$ cat config.mk
export PLATFORM = sky130hd
export DESIGN_NAME = pascal_subset_lexer_top
export DESIGN_NICKNAME = d
export VERILOG_FILES = /design/src/rtl/core/psl_pkg.sv /design/src/rtl/core/psl_scan.sv /design/src/rtl/core/psl_outq.sv /design/src/rtl/core/pascal_subset_lexer_top.sv
export VERILOG_INCLUDE_DIRS = /design/src /design/src/rtl/core
export SDC_FILE = /design/constraint.sdc
export NUM_CORES = 1
export LEC_CHECK = 0
export ABC_AREA = 1
export BUFFER_PORTS_ARGS = -buffer_cell sky130_fd_sc_hd__buf_2
export CORE_ASPECT_RATIO = 0.7
export CORE_MARGIN = 3
export CORE_UTILIZATION = 45
export CTS_BUF_LIST = sky130_fd_sc_hd__clkbuf_4
export DETAILED_ROUTE_END_ITERATION = 10
export PLACE_DENSITY = 0.61
export SKIP_CTS_REPAIR_TIMING = 1
export SLEW_MARGIN = 20
export SYNTH_ARGS = -nofsm -noshare
export SYNTH_HDL_FRONTEND = slang
export SYNTH_HIERARCHICAL = 1
export SYNTH_SLANG_ARGS = --single-unit
$ cat constraint.sdc
create_clock -name clk -period 4.1 [get_ports clk]
set_input_delay 0.41 -clock clk [delete_from_list [all_inputs] [get_ports clk]]
set_output_delay 0.41 -clock clk [all_outputs]
set_load 0.02 [all_outputs]
$ cat src/rtl/core/pascal_subset_lexer_top_macros.svh
`ifndef PASCAL_SUBSET_LEXER_TOP_MACROS_SVH
`define PASCAL_SUBSET_LEXER_TOP_MACROS_SVH

// Same-cycle implication checked on every rising edge outside reset.
`define PSL_ASSERT_IMPL(lbl, ante, cons) \
  lbl: assert property (@(posedge clk) disable iff (!rst_n) (ante) |-> (cons)) \
    else $error("%m: check failed");

// Next-cycle implication checked on every rising edge outside reset.
`define PSL_ASSERT_NEXT(lbl, ante, cons) \
  lbl: assert property (@(posedge clk) disable iff (!rst_n) (ante) |=> (cons)) \
    else $error("%m: check failed");

`endif

$ cat src/rtl/core/psl_pkg.sv
package psl_pkg;

  localparam int KEYWORD_LEN_DEF = 9;

  localparam logic [4:0] TK_ASSIGN  = 5'd0;
  localparam logic [4:0] TK_COMMA   = 5'd1;
  localparam logic [4:0] TK_SEMI    = 5'd2;
  localparam logic [4:0] TK_EQUAL   = 5'd3;
  localparam logic [4:0] TK_PAREN   = 5'd4;
  localparam logic [4:0] TK_GREATER = 5'd5;
  localparam logic [4:0] TK_LESS    = 5'd6;
  localparam logic [4:0] TK_PLUS    = 5'd7;
  localparam logic [4:0] TK_MINUS   = 5'd8;
  localparam logic [4:0] TK_TIMES   = 5'd9;
  localparam logic [4:0] TK_POINT   = 5'd10;
  localparam logic [4:0] TK_COLON   = 5'd11;
  localparam logic [4:0] TK_KW_BASE = 5'd12;
  localparam logic [4:0] TK_ID      = 5'd27;
  localparam logic [4:0] TK_NUM     = 5'd28;
  localparam logic [4:0] TK_ERROR   = 5'd29;

  localparam int KW_COUNT = 15;
  localparam int KW_MAX   = 9;

  // Keyword text is right-justified: the first character sits in the highest used byte.
  localparam logic [KW_MAX*8-1:0] KW_TEXT [KW_COUNT] = '{
    "program", "var", "procedure", "function", "begin", "end", "if",
    "then", "else", "while", "do", "or", "and", "div", "not"
  };

  localparam logic [3:0] KW_LEN [KW_COUNT] = '{
    4'd7, 4'd3, 4'd9, 4'd8, 4'd5, 4'd3, 4'd2,
    4'd4, 4'd4, 4'd5, 4'd2, 4'd2, 4'd3, 4'd3, 4'd3
  };

  localparam int Q_DEPTH = 4;
  localparam int Q_AW    = 2;

  typedef struct packed {
    logic [4:0] code;
    logic       last;
  } psl_tok_t;

  typedef struct packed {
    logic [1:0] cnt;
    psl_tok_t   t0;
    psl_tok_t   t1;
  } psl_push_t;

endpackage

$ cat src/rtl/core/psl_scan.sv
module psl_scan
  import psl_pkg::*;
#(
  parameter int KEYWORD_LEN = KEYWORD_LEN_DEF
) (
  input  logic       clk,
  input  logic       rst_n,
  input  logic       go,
  input  logic [7:0] char_byte,
  input  logic       end_flag,
  output psl_push_t  push
);

  localparam int IDX_W = $clog2(KEYWORD_LEN);

  localparam logic [7:0] CH_SPACE = 8'd32;
  localparam logic [7:0] CH_COMMA = 8'h2C;
  localparam logic [7:0] CH_SEMI  = 8'h3B;
  localparam logic [7:0] CH_EQUAL = 8'h3D;
  localparam logic [7:0] CH_LPAR  = 8'h28;
  localparam logic [7:0] CH_RPAR  = 8'h29;
  localparam logic [7:0] CH_GT    = 8'h3E;
  localparam logic [7:0] CH_LT    = 8'h3C;
  localparam logic [7:0] CH_PLUS  = 8'h2B;
  localparam logic [7:0] CH_MINUS = 8'h2D;
  localparam logic [7:0] CH_STAR  = 8'h2A;
  localparam logic [7:0] CH_POINT = 8'h2E;
  localparam logic [7:0] CH_COLON = 8'h3A;

  typedef enum logic [2:0] {
    MODE_IDLE,
    MODE_COLON,
    MODE_WORD,
    MODE_NUM,
    MODE_HALT
  } mode_t;

  mode_t      mode_r, mode_nxt;
  logic [3:0] len_r, len_nxt;
  logic [7:0] name_r [KEYWORD_LEN];

  logic       is_upper, alpha_hit, digit_hit, is_blank, is_alnum;
  logic [7:0] low_char;
  logic       sp_hit;
  logic [4:0] sp_code;
  logic [4:0] word_code;
  logic       st_emit, st_word;
  logic [4:0] st_code;
  mode_t      st_mode;
  logic       pre_emit, use_start, append, restart;
  logic [4:0] pre_code;
  logic [1:0] tok_cnt;
  logic [3:0] wr_idx;

  assign is_upper  = (char_byte >= 8'd65) && (char_byte <= 8'd90);
  assign alpha_hit = is_upper || ((char_byte >= 8'd97) && (char_byte <= 8'd122));
  assign digit_hit = (char_byte >= 8'd48) && (char_byte <= 8'd57);
  assign is_blank  = (char_byte <= CH_SPACE) || char_byte[7];
  assign is_alnum  = alpha_hit || digit_hit;
  assign low_char  = is_upper ? (char_byte + 8'd32) : char_byte;

  always_comb begin
    sp_hit  = 1'b1;
    sp_code = TK_ERROR;
    unique case (char_byte)
      CH_COMMA: sp_code = TK_COMMA;
      CH_SEMI:  sp_code = TK_SEMI;
      CH_EQUAL: sp_code = TK_EQUAL;
      CH_LPAR:  sp_code = TK_PAREN;
      CH_RPAR:  sp_code = TK_PAREN;
      CH_GT:    sp_code = TK_GREATER;
      CH_LT:    sp_code = TK_LESS;
      CH_PLUS:  sp_code = TK_PLUS;
      CH_MINUS: sp_code = TK_MINUS;
      CH_STAR:  sp_code = TK_TIMES;
      CH_POINT: sp_code = TK_POINT;
      CH_COLON: sp_code = TK_COLON;
      default:  sp_hit  = 1'b0;
    endcase
  end

  // The buffered word is compared against every keyword in parallel.
  always_comb begin
    logic m;
    word_code = TK_ID;
    for (int k = KW_COUNT - 1; k >= 0; k--) begin
      m = (len_r == KW_LEN[k]);
      for (int j = 0; j < KW_MAX; j++) begin
        if (4'(j) < KW_LEN[k]) begin
          if (name_r[j] != KW_TEXT[k][(32'(KW_LEN[k]) - 1 - j) * 8 +: 8]) begin
            m = 1'b0;
          end
        end
      end
      if (m) begin
        word_code = TK_KW_BASE + 5'(k);
      end
    end
  end

  always_comb begin
    st_emit = 1'b0;
    st_code = TK_ERROR;
    st_mode = MODE_IDLE;
    st_word = 1'b0;
    priority if (is_blank) begin
      st_mode = MODE_IDLE;
    end else if (sp_hit && (sp_code == TK_COLON)) begin
      st_mode = MODE_COLON;
    end else if (sp_hit) begin
      st_emit = 1'b1;
      st_code = sp_code;
    end else if (alpha_hit) begin
      st_mode = MODE_WORD;
      st_word = 1'b1;
    end else if (digit_hit) begin
      st_mode = MODE_NUM;
    end else begin
      st_emit = 1'b1;
      st_code = TK_ERROR;
      st_mode = MODE_HALT;
    end
  end

  always_comb begin
    pre_emit  = 1'b0;
    pre_code  = TK_ERROR;
    use_start = 1'b0;
    append    = 1'b0;
    mode_nxt  = mode_r;
    priority if (mode_r == MODE_HALT) begin
      mode_nxt = MODE_HALT;
    end else if (end_flag) begin
      mode_nxt = MODE_IDLE;
      unique case (mode_r)
        MODE_WORD: begin
          pre_emit = 1'b1;
          pre_code = word_code;
        end
        MODE_NUM: begin
          pre_emit = 1'b1;
          pre_code = TK_NUM;
        end
        MODE_COLON: begin
          pre_emit = 1'b1;
          pre_code = TK_COLON;
        end
        default: pre_emit = 1'b0;
      endcase
    end else begin
      unique case (mode_r)
        MODE_COLON: begin
          pre_emit = 1'b1;
          if (char_byte == CH_EQUAL) begin
            pre_code = TK_ASSIGN;
            mode_nxt = MODE_IDLE;
          end else begin
            pre_code  = TK_COLON;
            use_start = 1'b1;
            mode_nxt  = st_mode;
          end
        end
        MODE_WORD: begin
          if (is_alnum) begin
            append = 1'b1;
          end else begin
            pre_emit  = 1'b1;
            pre_code  = word_code;
            use_start = 1'b1;
            mode_nxt  = st_mode;
          end
        end
        MODE_NUM: begin
          priority if (digit_hit) begin
            mode_nxt = MODE_NUM;
          end else if (alpha_hit) begin
            pre_emit = 1'b1;
            pre_code = TK_ERROR;
            mode_nxt = MODE_HALT;
          end else begin
            pre_emit  = 1'b1;
            pre_code  = TK_NUM;
            use_start = 1'b1;
            mode_nxt  = st_mode;
          end
        end
        default: begin
          use_start = 1'b1;
          mode_nxt  = st_mode;
        end
      endcase
    end
  end

  assign restart = use_start && st_word;
  assign wr_idx  = restart ? 4'd0 : len_r;

  always_comb begin
    len_nxt = len_r;
    if (restart) begin
      len_nxt = 4'd1;
    end else if (append && (len_r != 4'd15)) begin
      len_nxt = len_r + 4'd1;
    end
  end

  assign tok_cnt = {1'b0, pre_emit} + {1'b0, use_start && st_emit};

  always_comb begin
    push.cnt     = go ? tok_cnt : 2'd0;
    push.t0.code = pre_emit ? pre_code : st_code;
    push.t0.last = (tok_cnt == 2'd1);
    push.t1.code = st_code;
    push.t1.last = 1'b1;
  end

  always_ff @(posedge clk) begin
    if (!rst_n) begin
      mode_r <= MODE_IDLE;
      len_r  <= 4'd0;
    end else if (go) begin
      mode_r <= mode_nxt;
      len_r  <= len_nxt;
    end
  end

  always_ff @(posedge clk) begin
    if (go && (append || restart) && (32'(wr_idx) < KEYWORD_LEN)) begin
      name_r[wr_idx[IDX_W-1:0]] <= low_char;
    end
  end

endmodule

$ cat src/rtl/core/psl_outq.sv
module psl_outq
  import psl_pkg::*;
(
  input  logic       clk,
  input  logic       rst_n,
  input  psl_push_t  push,
  input  logic       out_ready,
  output logic       out_valid,
  output logic [4:0] out_token_code,
  output logic       out_last_token,
  output logic [2:0] count
);

  psl_tok_t         q_r [Q_DEPTH];
  logic [Q_AW-1:0]  wr_r, rd_r;
  logic [2:0]       cnt_r;
  logic             pop;

  assign out_valid      = (cnt_r != 3'd0);
  assign pop            = out_valid && out_ready;
  assign out_token_code = q_r[rd_r].code;
  assign out_last_token = q_r[rd_r].last;
  assign count          = cnt_r;

  always_ff @(posedge clk) begin
    if (!rst_n) begin
      wr_r  <= '0;
      rd_r  <= '0;
      cnt_r <= 3'd0;
    end else begin
      wr_r  <= wr_r + push.cnt;
      rd_r  <= rd_r + Q_AW'(pop);
      cnt_r <= cnt_r + 3'(push.cnt) - 3'(pop);
    end
  end

  always_ff @(posedge clk) begin
    if (push.cnt != 2'd0) begin
      q_r[wr_r] <= push.t0;
    end
    if (push.cnt == 2'd2) begin
      q_r[wr_r + Q_AW'(1)] <= push.t1;
    end
  end

endmodule

$ cat src/rtl/core/pascal_subset_lexer_top.sv
// Tokenizer for a small Pascal-like language. It takes one source byte per
// transaction and returns zero, one or two token codes, the last one of each
// byte flagged by out_last_token. An accepted byte is held in an input register
// and scanned from there against the lexer state and the keyword table, and its
// tokens enter a four-entry output queue, so a new byte can be taken every cycle
// unless the scan stage waits; a token is first visible once its byte has passed
// the input register and been written into the queue. The scan stage waits only
// while the queue holds over two tokens; a two-token byte takes two entries.
// After an error token the block yields nothing more until reset.

`include "pascal_subset_lexer_top_macros.svh"

module pascal_subset_lexer_top
  import psl_pkg::*;
#(
  parameter int KEYWORD_LEN = KEYWORD_LEN_DEF
) (
  input  logic       clk,
  input  logic       rst_n,
  input  logic       in_valid,
  output logic       in_ready,
  input  logic [7:0] in_char_byte,
  input  logic       in_end_flag,
  output logic       out_valid,
  input  logic       out_ready,
  output logic [4:0] out_token_code,
  output logic       out_last_token
);

  logic       s1_valid_r;
  logic [7:0] s1_char_r;
  logic       s1_end_r;
  logic       s1_go;
  logic [2:0] q_count;
  psl_push_t  push;

  assign s1_go    = s1_valid_r && (q_count <= 3'd2);
  assign in_ready = !s1_valid_r || s1_go;

  always_ff @(posedge clk) begin
    if (!rst_n) begin
      s1_valid_r <= 1'b0;
    end else if (in_valid && in_ready) begin
      s1_valid_r <= 1'b1;
    end else if (s1_go) begin
      s1_valid_r <= 1'b0;
    end
  end

  always_ff @(posedge clk) begin
    if (in_valid && in_ready) begin
      s1_char_r <= in_char_byte;
      s1_end_r  <= in_end_flag;
    end
  end

  psl_scan #(
    .KEYWORD_LEN (KEYWORD_LEN)
  ) u_scan (
    .clk       (clk),
    .rst_n     (rst_n),
    .go        (s1_go),
    .char_byte (s1_char_r),
    .end_flag  (s1_end_r),
    .push      (push)
  );

  psl_outq u_outq (
    .clk            (clk),
    .rst_n          (rst_n),
    .push           (push),
    .out_ready      (out_ready),
    .out_valid      (out_valid),
    .out_token_code (out_token_code),
    .out_last_token (out_last_token),
    .count          (q_count)
  );

  `PSL_ASSERT_IMPL(a_q_bound, 1'b1, q_count <= 3'd4)
  `PSL_ASSERT_IMPL(a_two_last, push.cnt == 2'd2, push.t1.last && !push.t0.last)
  `PSL_ASSERT_IMPL(a_one_last, push.cnt == 2'd1, push.t0.last)
  `PSL_ASSERT_NEXT(a_q_drain, (push.cnt == 2'd0) && out_valid && out_ready,
                   q_count == ($past(q_count) - 3'd1))

endmodule
==> metrics, run 1 <==
status=finished clean; DRC Markers=0; Worst slew margin=0.290; post-layout min period=3.66 ns; Die Width=151 um; crit path kind=flop to flop; antenna-violating nets left=0; DP Wirelength=12900 um; final setup vio count=0; largest family of logic cells by synthesized area=simple AND/OR/NAND/NOR gates; placed insts=932; XOR/XNOR share of the synthesized area=0.00529; worst-skew pair later-pin latency=0.54 ns; Crit path top cell by count=nand2_1; Vias=between 5000 and 6000; first-pass GRT wire length=26400 um; Slowest cell on crit path=edfxtp_1; fraction of layout cells with a size suffix above 1=0.187; CTS sink cnt=120; critical path arrival=4.08 ns; die area=0.0162 mm^2; Max Cap Viol=0; htree depth=4; CTS clock-pin slew for the worst setup and hold paths=about 0.10 ns; Via density=5.38; IO Count=21; Die H=107 um; I/O Buffers=20; Max VDD drop=0.000211 V; grt ovf=0; top-area cell type share of the netlist area=0.476; endpoints failing hold=0; post-synthesis compound-gate area fraction=0.0879; n_diodes=0; Yosys reg bits=120; Yosys warning count=6; vias in the first global route=4958; fmax=between 200 and 300 MHz; cell taking the most area after synthesis=edfxtp_1; CP Data Required Time=approximately 4.5 ns; Post-Synth Adder-Cell Area=0.0219; Pwr Density=376 mW/mm^2; First DRT Iteration DRCs=482; Async SR Flop Fraction=0; per-cell routed wire length=17.0 um; Final Cell Area=0.00728 mm^2; WL final=16500 um; commonest cells after routing, fill and taps aside=134 x nand2_1, 105 x edfxtp_1, 97 x inv_1; number of enable flip-flop cells after synthesis=105; initial antenna violation count=0; Mapped Cells=slightly above 700; Worst setup EP type=flop; core area=between 0.01 and 0.015 mm^2; Fin Setup TNS=0 ns; DP Worst Slack=approximately 0.096 ns; critical-path cell list=nor2_4 -> nand3_1 -> nor3_1 -> nor2_1 -> nand4_2 -> nand2_1 -> a21oi_1 -> ha_1 -> nand2_1 -> inv_1 -> inv_2 -> ha_1 -> inv_1 -> fa_1 -> xor2_1 -> nand2_1 -> nand2_1 -> nor2_1; Synth-to-Final Area Change=10.1%; final hold slack=slightly above 0.06 ns; Max Slew Vio Count=0; Post-Syn Area=0.00662 mm^2; crit-path max FO=7; CTS tree=built; Final Instance Count excl. Fillers=970; CTS Buf Count=17; Worst path max stage delay=0.54 ns; Final Total Pwr=2.74 mW; worst clock skew=around 0.030 ns; register area share after synthesis=0.522; commonest non-fill, non-tap cell in the layout=nand2_1; Synth area leaders=edfxtp_1 48%, nand2_1 7.6%, inv_1 5.5%, nor2_1 5.3%, dfxtp_1 4.5%; gr usage total=0.215; Syn Nets=747; worst slew pin tran=around 1.1 ns; placed cell area=between 0.006 and 0.007 mm^2; largest net degree at the start of global routing=17; multiplexer area fraction after synthesis=0; Max clock buf depth=2; simple-gate share of the synthesized area=0.287; syn avg cell area=9.15 um^2; root buffer cell=clkbuf_4; unrepaired setup endpoints after global routing=no; end-of-flow core utilization=0.515; synth unique cells=49; layout net count=roughly 790; Pre-Repair DR Iteration Count=5; Worst Hold Class=input pin to flop; Main synth FF type=edfxtp_1; Initial Utilization=0.468; worst setup margin=0.442 ns; row count=36; leakage power=2.90 nW; CP startpoint kind=flop; RePlAce Congestion=0.929; crit share post-route=0.892
## layout make-up
type,instances,area (um^2)
clock buffers,18,135
inverters,111,417
well taps,190,238
repair buffers,35,215
flip-flops and latches,120,3450
fillers,1287,6860
clock inverters,14,149
multi-input cells,482,2680
## cells in the mapped netlist (5+ instances only)
cell,instances
dfxtp_1,15
nor4_1,7
nand2_1,134
ha_1,10
nand4_1,29
o21ai_1,6
a21oi_1,16
nand2_2,9
buf_6,5
inv_2,14
edfxtp_1,105
nor2_1,93
nor3_1,32
o21ai_2,25
o21ai_0,19
nand3_2,6
inv_1,97
o22ai_1,6
nand3_1,40
nand3b_1,5
## final timing paths
check / endpoint / slack [ns] / from / cells past startpoint
hold / removal: s1_char_r[7] / 0.06 / in_char_byte[7] / 1
setup reg to reg: u_outq/count[2] / 0.44 / s1_char_r[6] / 18
hold reg to reg: u_scan/mode_r[1] / 0.50 / u_scan/mode_r[1] / 2
setup / recovery: u_outq/count[2] / 0.44 / s1_char_r[6] / 18
## logic make-up after synthesis
logic type                 count (synthesis)
and+or+nand+nor                          382
buffers and inverters                    121
DFF                                      120
AOI/OAI and AO/OA                         84
adders and majority gates                 11
xor gates and xnor gates                   4
other                                      1
## per-layer routing
| metal | GRT usage | wire length [um] | up-vias |
|---|---|---|---|
| li1 | - | - | 2553 |
| met1 | 0.343 | 8430 | 2412 |
| met2 | 0.287 | 6500 | 231 |
| met3 | 0.0530 | 1400 | 20 |
| met4 | 0.0543 | 210 | 0 |
| met5 | 0 | 0 | - |
## flip-flops by register name, indices dropped and copies added (netlist names)
signal and flops:
u_scan/len_r 4, u_outq/count 3, u_outq/wr_r 2, u_scan/name_r 72
s1_char_r 8, u_outq/rd_r 2, u_outq/q_r 24, u_scan/mode_r 3
s1_end_r 1, s1_valid_r 1
## critical path: cells and delay by family, from the launching register on
family	cells	cell delay (ns)
DFF	1	0.54
AOI/OAI and AO/OA	1	0.24
xor gates and xnor gates	1	0.22
buffers and inverters	3	0.32
adders and majority gates	3	0.88
and+or+nand+nor	10	1.38
## power by group
group / leakage [nW] / internal [mW] / switching [mW]
clock network: 0.147 / 0.372 / 0.463
registers: 1.07 / 1.38 / 0.0520
logic: 1.68 / 0.152 / 0.323
(Power assumes the default switching activity.)
==> run 2: changes to the inputs <==
--- a/config.mk
+++ b/config.mk
@@ -13,7 +13,7 @@
 export CORE_UTILIZATION = 45
 export CTS_BUF_LIST = sky130_fd_sc_hd__clkbuf_4
 export DETAILED_ROUTE_END_ITERATION = 10
-export PLACE_DENSITY = 0.61
+export PLACE_DENSITY = 0.69
 export SKIP_CTS_REPAIR_TIMING = 1
 export SLEW_MARGIN = 20
 export SYNTH_ARGS = -nofsm -noshare
==> metrics, run 2 (synthesis results as in run 1) <==
Sw Ratio=0.297 (was 0.306); fillers=1297 (was 1287); CP startpoint kind=flop (unchanged); Die Width=151 um (unchanged); crit share post-route=0.915 (was 0.892); DRC Markers=0 (unchanged); worst-case reg-to-reg path depth=13 (was 18); Worst Hold Class=input pin to flop (unchanged); Clock power frac=0.341 (was 0.305); initial antenna violation count=0 (unchanged); placed insts=930 (was 932); Synth-to-Final Area Change=10.3% (was 10.1%); crit path kind=flop to flop (unchanged); I/O Buffers=20 (unchanged); gr busiest metal=met1 (unchanged); Comb power frac=0.163 (was 0.173); core area=0.0141 mm^2 (unchanged); WL final=15900 um (was 16500 um); Final Cell Area=0.00730 mm^2 (was 0.00728 mm^2); status=finished clean (unchanged); met2 GRT Util=0.281 (was 0.287); worst clock skew=0.0213 ns (was 0.0304 ns); endpoints failing hold=0 (unchanged); fraction of layout cells with a size suffix above 1=0.181 (was 0.187); worst slew pin tran=0.953 ns (was 1.06 ns); Final Total Pwr=2.88 mW (was 2.74 mW); Max clock buf depth=2 (unchanged); commonest non-fill, non-tap cell in the layout=nand2_1 (unchanged); leakage power=2.91 nW (was 2.90 nW); CTS sink cnt=120 (unchanged); P_int=2.02 mW (was 1.90 mW); routing usage on met1=0.323 (was 0.343); row count=36 (unchanged); Largest register FFs=72 (unchanged); per-cell routed wire length=16.4 um (was 17.0 um); critical path buffer and inverter count=1 (was 3); Vias=5244 (was 5216); Fin Setup TNS=0 ns (unchanged); unrepaired setup endpoints after global routing=no (unchanged); n_diodes=0 (unchanged); Max VDD drop=0.000192 V (was 0.000211 V); DP Wirelength=12200 um (was 12900 um); critical-path cell list=nor2_4 -> nand3_1 -> nor3_1 -> nor2_1 -> nand4_2 -> nor2_1 -> nand2_1 -> a21oi_1 -> ha_1 -> nand2_1 -> inv_1 -> nor2_1 -> o31ai_1 (was nor2_4 -> nand3_1 -> nor3_1 -> nor2_1 -> nand4_2 -> nand2_1 -> a21oi_1 -> ha_1 -> nand2_1 -> inv_1 -> inv_2 -> ha_1 -> inv_1 -> fa_1 -> xor2_1 -> nand2_1 -> nand2_1 -> nor2_1); Die H=107 um (unchanged); largest net degree at the start of global routing=17 (unchanged); grt ovf=0 (unchanged); htree depth=4 (unchanged); first-pass GRT wire length=25600 um (was 26400 um); Worst setup EP type=flop (unchanged); Via density=5.43 (was 5.38); Crit path top cell by count=nor2_1 (was nand2_1); Pwr Density=394 mW/mm^2 (was 376 mW/mm^2); Initial Utilization=0.468 (unchanged); die area=0.0162 mm^2 (unchanged); post-layout min period=3.75 ns (was 3.66 ns); Slowest cell on crit path=o31ai_1 (was edfxtp_1); met3 Track Usage GR=0.0484 (was 0.0530); Max Cap Viol=0 (unchanged); IO Count=21 (unchanged); vias in the first global route=4809 (was 4958); Pre-Repair DR Iteration Count=5 (unchanged); Multi-input gate area=0.00268 mm^2 (unchanged); CTS tree=built (unchanged); gr usage total=0.206 (was 0.215); First DRT Iteration DRCs=514 (was 482); placed cell area=0.00693 mm^2 (was 0.00694 mm^2); layout net count=786 (was 791); Net Switching=0.855 mW (was 0.838 mW); CTS clock-pin slew for the worst setup and hold paths=0.12 ns (was 0.10 ns); antenna-violating nets left=0 (unchanged); final setup vio count=0 (unchanged); commonest cells after routing, fill and taps aside=134 x nand2_1, 105 x edfxtp_1, 97 x inv_1 (unchanged); CP Data Required Time=4.26 ns (was 4.52 ns); worst-skew pair later-pin latency=0.53 ns (was 0.54 ns); register area=0.00345 mm^2 (unchanged); Final Instance Count excl. Fillers=965 (was 970); Max Slew Vio Count=0 (unchanged); Worst slew margin=0.359 (was 0.290); Worst path max stage delay=0.79 ns (was 0.54 ns); CTS Buf Count=17 (unchanged); root buffer cell=clkbuf_4 (unchanged); critical path arrival=3.91 ns (was 4.08 ns); Seq pwr share=0.496 (was 0.522); RePlAce Congestion=0.946 (was 0.929); fmax=266 MHz (was 273 MHz); crit-path max FO=7 (unchanged); stages on the worst setup path=13 (was 18); hold path cells=1 (unchanged); Top Family by Delay on Critical Path=simple AND/OR/NAND/NOR gates (unchanged)
## run 2: cell types whose count changed in the layout (fill, tap and decap cells not counted), sizes merged
cell | previous run | this run
clkinv | 6 | 8
inv | 114 | 112
clkinvlp | 3 | 1
bufinv | 2 | 4
dlygate4sd3 | 1 | 3
buf | 34 | 27
## run 2: path summary, 6_finish.rpt
| check | start | to | slack (ns) |
|---|---|---|---|
| worst max register to register | s1_char_r[6] | u_outq/q_r[2][2] | 0.35 |
| worst min-delay path | in_char_byte[7] | s1_char_r[7] | 0.04 |
| worst max-delay path | s1_char_r[6] | u_outq/q_r[2][2] | 0.35 |
| worst min register to register | s1_valid_r | s1_valid_r | 0.51 |
## run 2: cell type report
cell class | count | share of cell area
clock inverter | 14 | 0.0272
sequential | 120 | 0.473
inverter | 111 | 0.0571
clock buffer | 18 | 0.0185
tap | 190 | 0.0326
multi-input combinational | 482 | 0.367
timing repair buffer | 30 | 0.0250
## run 2: per-layer routing
metal,up-vias,wire (um)
met3,21,1350
met1,2431,7930
li1,2554,-
met2,238,6350
met5,-,0
met4,0,233
## run 2: power groups by stage
| stage | Sequential, mW | Combinational, mW | Clock (mW) |
|---|---|---|---|
| floorplan | 1.44 | 0.341 | 0 |
| global placement | 1.45 | 0.456 | 0 |
| detailed placement | 1.45 | 0.465 | 0 |
| CTS | 1.43 | 0.467 | 0.992 |
| global route | 1.43 | 0.527 | 1.05 |
| finish | 1.43 | 0.470 | 0.981 |
## run 2: worst reg2reg max path, cell delays in order, from the launching register on
cell	delay [ns]
edfxtp_1	0.53
nor2_4	0.22
nand3_1	0.22
nor3_1	0.27
nor2_1	0.12
nand4_2	0.16
nor2_1	0.08
nand2_1	0.09
a21oi_1	0.08
ha_1	0.36
nand2_1	0.07
inv_1	0.24
nor2_1	0.15
o31ai_1	0.79
## run 2: metrics by stage
stage | utilization | hold slack (ns) | worst slack (ns)
2_1_floorplan | - | 0.457 | 1.00
3_3_place_gp | 0.490 | 0.477 | 0.431
3_5_place_dp | 0.490 | 0.497 | 0.274
4_1_cts | 0.513 | 0.00239 | 0.233
5_1_grt | 0.516 | 0.00273 | 0.0510
6_report | 0.516 | 0.0420 | 0.347
==> run 3: changes to the inputs <==
--- a/config.mk
+++ b/config.mk
@@ -7,13 +7,13 @@
 export NUM_CORES = 1
 export LEC_CHECK = 0
 export ABC_AREA = 1
-export BUFFER_PORTS_ARGS = -buffer_cell sky130_fd_sc_hd__buf_2
 export CORE_ASPECT_RATIO = 0.7
 export CORE_MARGIN = 3
 export CORE_UTILIZATION = 45
 export CTS_BUF_LIST = sky130_fd_sc_hd__clkbuf_4
 export DETAILED_ROUTE_END_ITERATION = 10
-export PLACE_DENSITY = 0.69
+export DONT_BUFFER_PORTS = 1
+export PLACE_DENSITY = 0.68
 export SKIP_CTS_REPAIR_TIMING = 1
 export SLEW_MARGIN = 20
 export SYNTH_ARGS = -nofsm -noshare
==> metrics, run 3 (synthesis results as in run 1) <==
status=finished clean (unchanged); Worst setup EP type=flop (unchanged); gr usage total=0.204 (was 0.206); worst-case reg-to-reg path depth=12 (was 13); n_diodes=0 (unchanged); core area=0.0141 mm^2 (unchanged); CTS Buf Count=17 (unchanged); fraction of layout cells with a size suffix above 1=0.153 (was 0.181); Vias=5266 (was 5244); I/O Buffers=0 (was 20); crit path kind=flop to flop (unchanged); worst setup margin=0.344 ns (was 0.347 ns); Final Total Pwr=2.73 mW (was 2.88 mW); Worst Hold Class=input pin to flop (unchanged); hold path cells=3 (was 1); layout net count=776 (was 786); htree depth=4 (unchanged); hold path start=out_ready (was in_char_byte[7]); crit-path max FO=7 (unchanged); commonest cells after routing, fill and taps aside=134 x nand2_1, 105 x edfxtp_1, 97 x inv_1 (unchanged); DP Wirelength=12100 um (was 12200 um); IO Count=21 (unchanged); Die Width=151 um (unchanged); Die H=107 um (unchanged); antenna-violating nets left=0 (unchanged); sink of the worst hold path=u_outq/rd_r[1] (was s1_char_r[7]); Comb power frac=0.166 (was 0.163); Via density=5.51 (was 5.43); worst clock skew=0.0204 ns (was 0.0213 ns); Worst slew margin=0.384 (was 0.359); Max VDD drop=0.000343 V (was 0.000192 V); Sw Ratio=0.289 (was 0.297); vias in the first global route=4712 (was 4809); WL final=16000 um (was 15900 um); Fin Setup TNS=0 ns (unchanged); Max clock buf depth=2 (unchanged); Final Cell Area=0.00725 mm^2 (was 0.00730 mm^2); root buffer cell=clkbuf_4 (unchanged); fillers=1262 (was 1297); final setup vio count=0 (unchanged); Reg2Reg Launch Point=s1_char_r[6] (unchanged); Max Cap Viol=0 (unchanged); crit share post-route=0.916 (was 0.915); Net Switching=0.790 mW (was 0.855 mW); commonest non-fill, non-tap cell in the layout=nand2_1 (unchanged); CP Data Required Time=4.27 ns (was 4.26 ns); row count=36 (unchanged); Pwr Density=377 mW/mm^2 (was 394 mW/mm^2); fmax=266 MHz (about the same); Initial Utilization=0.468 (unchanged); initial antenna violation count=0 (unchanged); First DRT Iteration DRCs=588 (was 514); Clock power frac=0.312 (was 0.341); leakage power=2.86 nW (was 2.91 nW); largest net degree at the start of global routing=17 (unchanged); post-layout min period=3.76 ns (was 3.75 ns); P_int=1.94 mW (was 2.02 mW); first-pass GRT wire length=25200 um (was 25600 um); Seq pwr share=0.522 (was 0.496); worst-skew pair later-pin latency=0.54 ns (was 0.53 ns); R2R setup slack=0.34 ns (was 0.35 ns); placed cell area=0.00684 mm^2 (was 0.00693 mm^2); Worst R2R End=u_outq/q_r[2][3] (was u_outq/q_r[2][2]); unrepaired setup endpoints after global routing=no (unchanged); grt ovf=0 (unchanged); worst slew pin tran=0.916 ns (was 0.953 ns); final hold slack=0.0726 ns (was 0.0420 ns); Pre-Repair DR Iteration Count=5 (unchanged); CP startpoint kind=flop (unchanged); Max Slew Vio Count=0 (unchanged); die area=0.0162 mm^2 (unchanged); RePlAce Congestion=0.953 (was 0.946); CTS sink cnt=120 (unchanged); Synth-to-Final Area Change=9.58% (was 10.3%); DP Worst Slack=0.236 ns (was 0.274 ns); per-cell routed wire length=16.8 um (was 16.4 um); critical path arrival=3.93 ns (was 3.91 ns); DRC Markers=0 (unchanged); Largest register FFs=72 (unchanged); endpoints failing hold=0 (unchanged); CTS tree=built (unchanged); CTS clock-pin slew for the worst setup and hold paths=0.10 ns (was 0.12 ns)
## run 3: cell count changes in the layout (fill, tap and decap cells not counted), sizes merged
cell | before | now
clkbuf | 18 | 20
clkinv | 8 | 9
buf | 27 | 8
inv | 112 | 111
bufinv | 4 | 3
clkinvlp | 1 | 0
dlygate4sd3 | 3 | 12
## run 3: how the worst max path moves through the flow
stage	startpoint	endpoint	slack, ns	depth (start not counted)
finish	s1_char_r[6]	u_outq/q_r[2][3]	0.34	12
floorplan	s1_char_r[1]	u_outq/q_r[0][0]	1.00	15
detailed placement	s1_char_r[6]	u_outq/q_r[3][4]	0.24	12
global placement	s1_char_r[6]	u_outq/q_r[1][3]	0.49	12
global route	s1_char_r[6]	u_outq/q_r[2][1]	0.03	12
CTS	s1_char_r[6]	u_outq/q_r[3][4]	0.22	12
## run 3: area by class of cell
type | instances | area (um^2) | area share
repair buffers | 20 | 180 | 0.0248
well taps | 190 | 238 | 0.0328
clock inverters | 12 | 133 | 0.0183
clock buffers | 20 | 150 | 0.0207
multi-input cells | 482 | 2680 | 0.370
inverters | 111 | 417 | 0.0574
flip-flops and latches | 120 | 3450 | 0.476
## run 3: power groups by stage
stage	registers (mW)	clock network, mW	logic (mW)
CTS	1.43	0.870	0.439
global placement	1.45	0	0.424
detailed placement	1.45	0	0.436
finish	1.43	0.852	0.454
floorplan	1.44	0	0.341
global route	1.43	0.925	0.503
## run 3: critical path: stages, from the launching register on
cell	delay, ns
edfxtp_1	0.52
nor2_4	0.22
nand3_1	0.20
nor3_1	0.30
nor2_1	0.13
nand4_2	0.17
nand2_1	0.17
a21oi_1	0.24
ha_1	0.25
nand2_1	0.07
inv_1	0.20
nor2_1	0.15
o31ai_1	0.76
## run 3: layer usage
metal / vias to the layer above / GRT usage / part of all wire
met1: 2464 / 0.314 / 0.49
met2: 250 / 0.274 / 0.40
met5: - / 0 / 0
met3: 22 / 0.0593 / 0.097
met4: 0 / 0.0666 / 0.015
li1: 2530 / - / -
## run 3: stage by stage
stage               utilization  cells
finish                    0.513    955
global route              0.513    955
CTS                       0.503    943
detailed placement        0.483    911
global placement          0.483    911
floorplan                     -    723
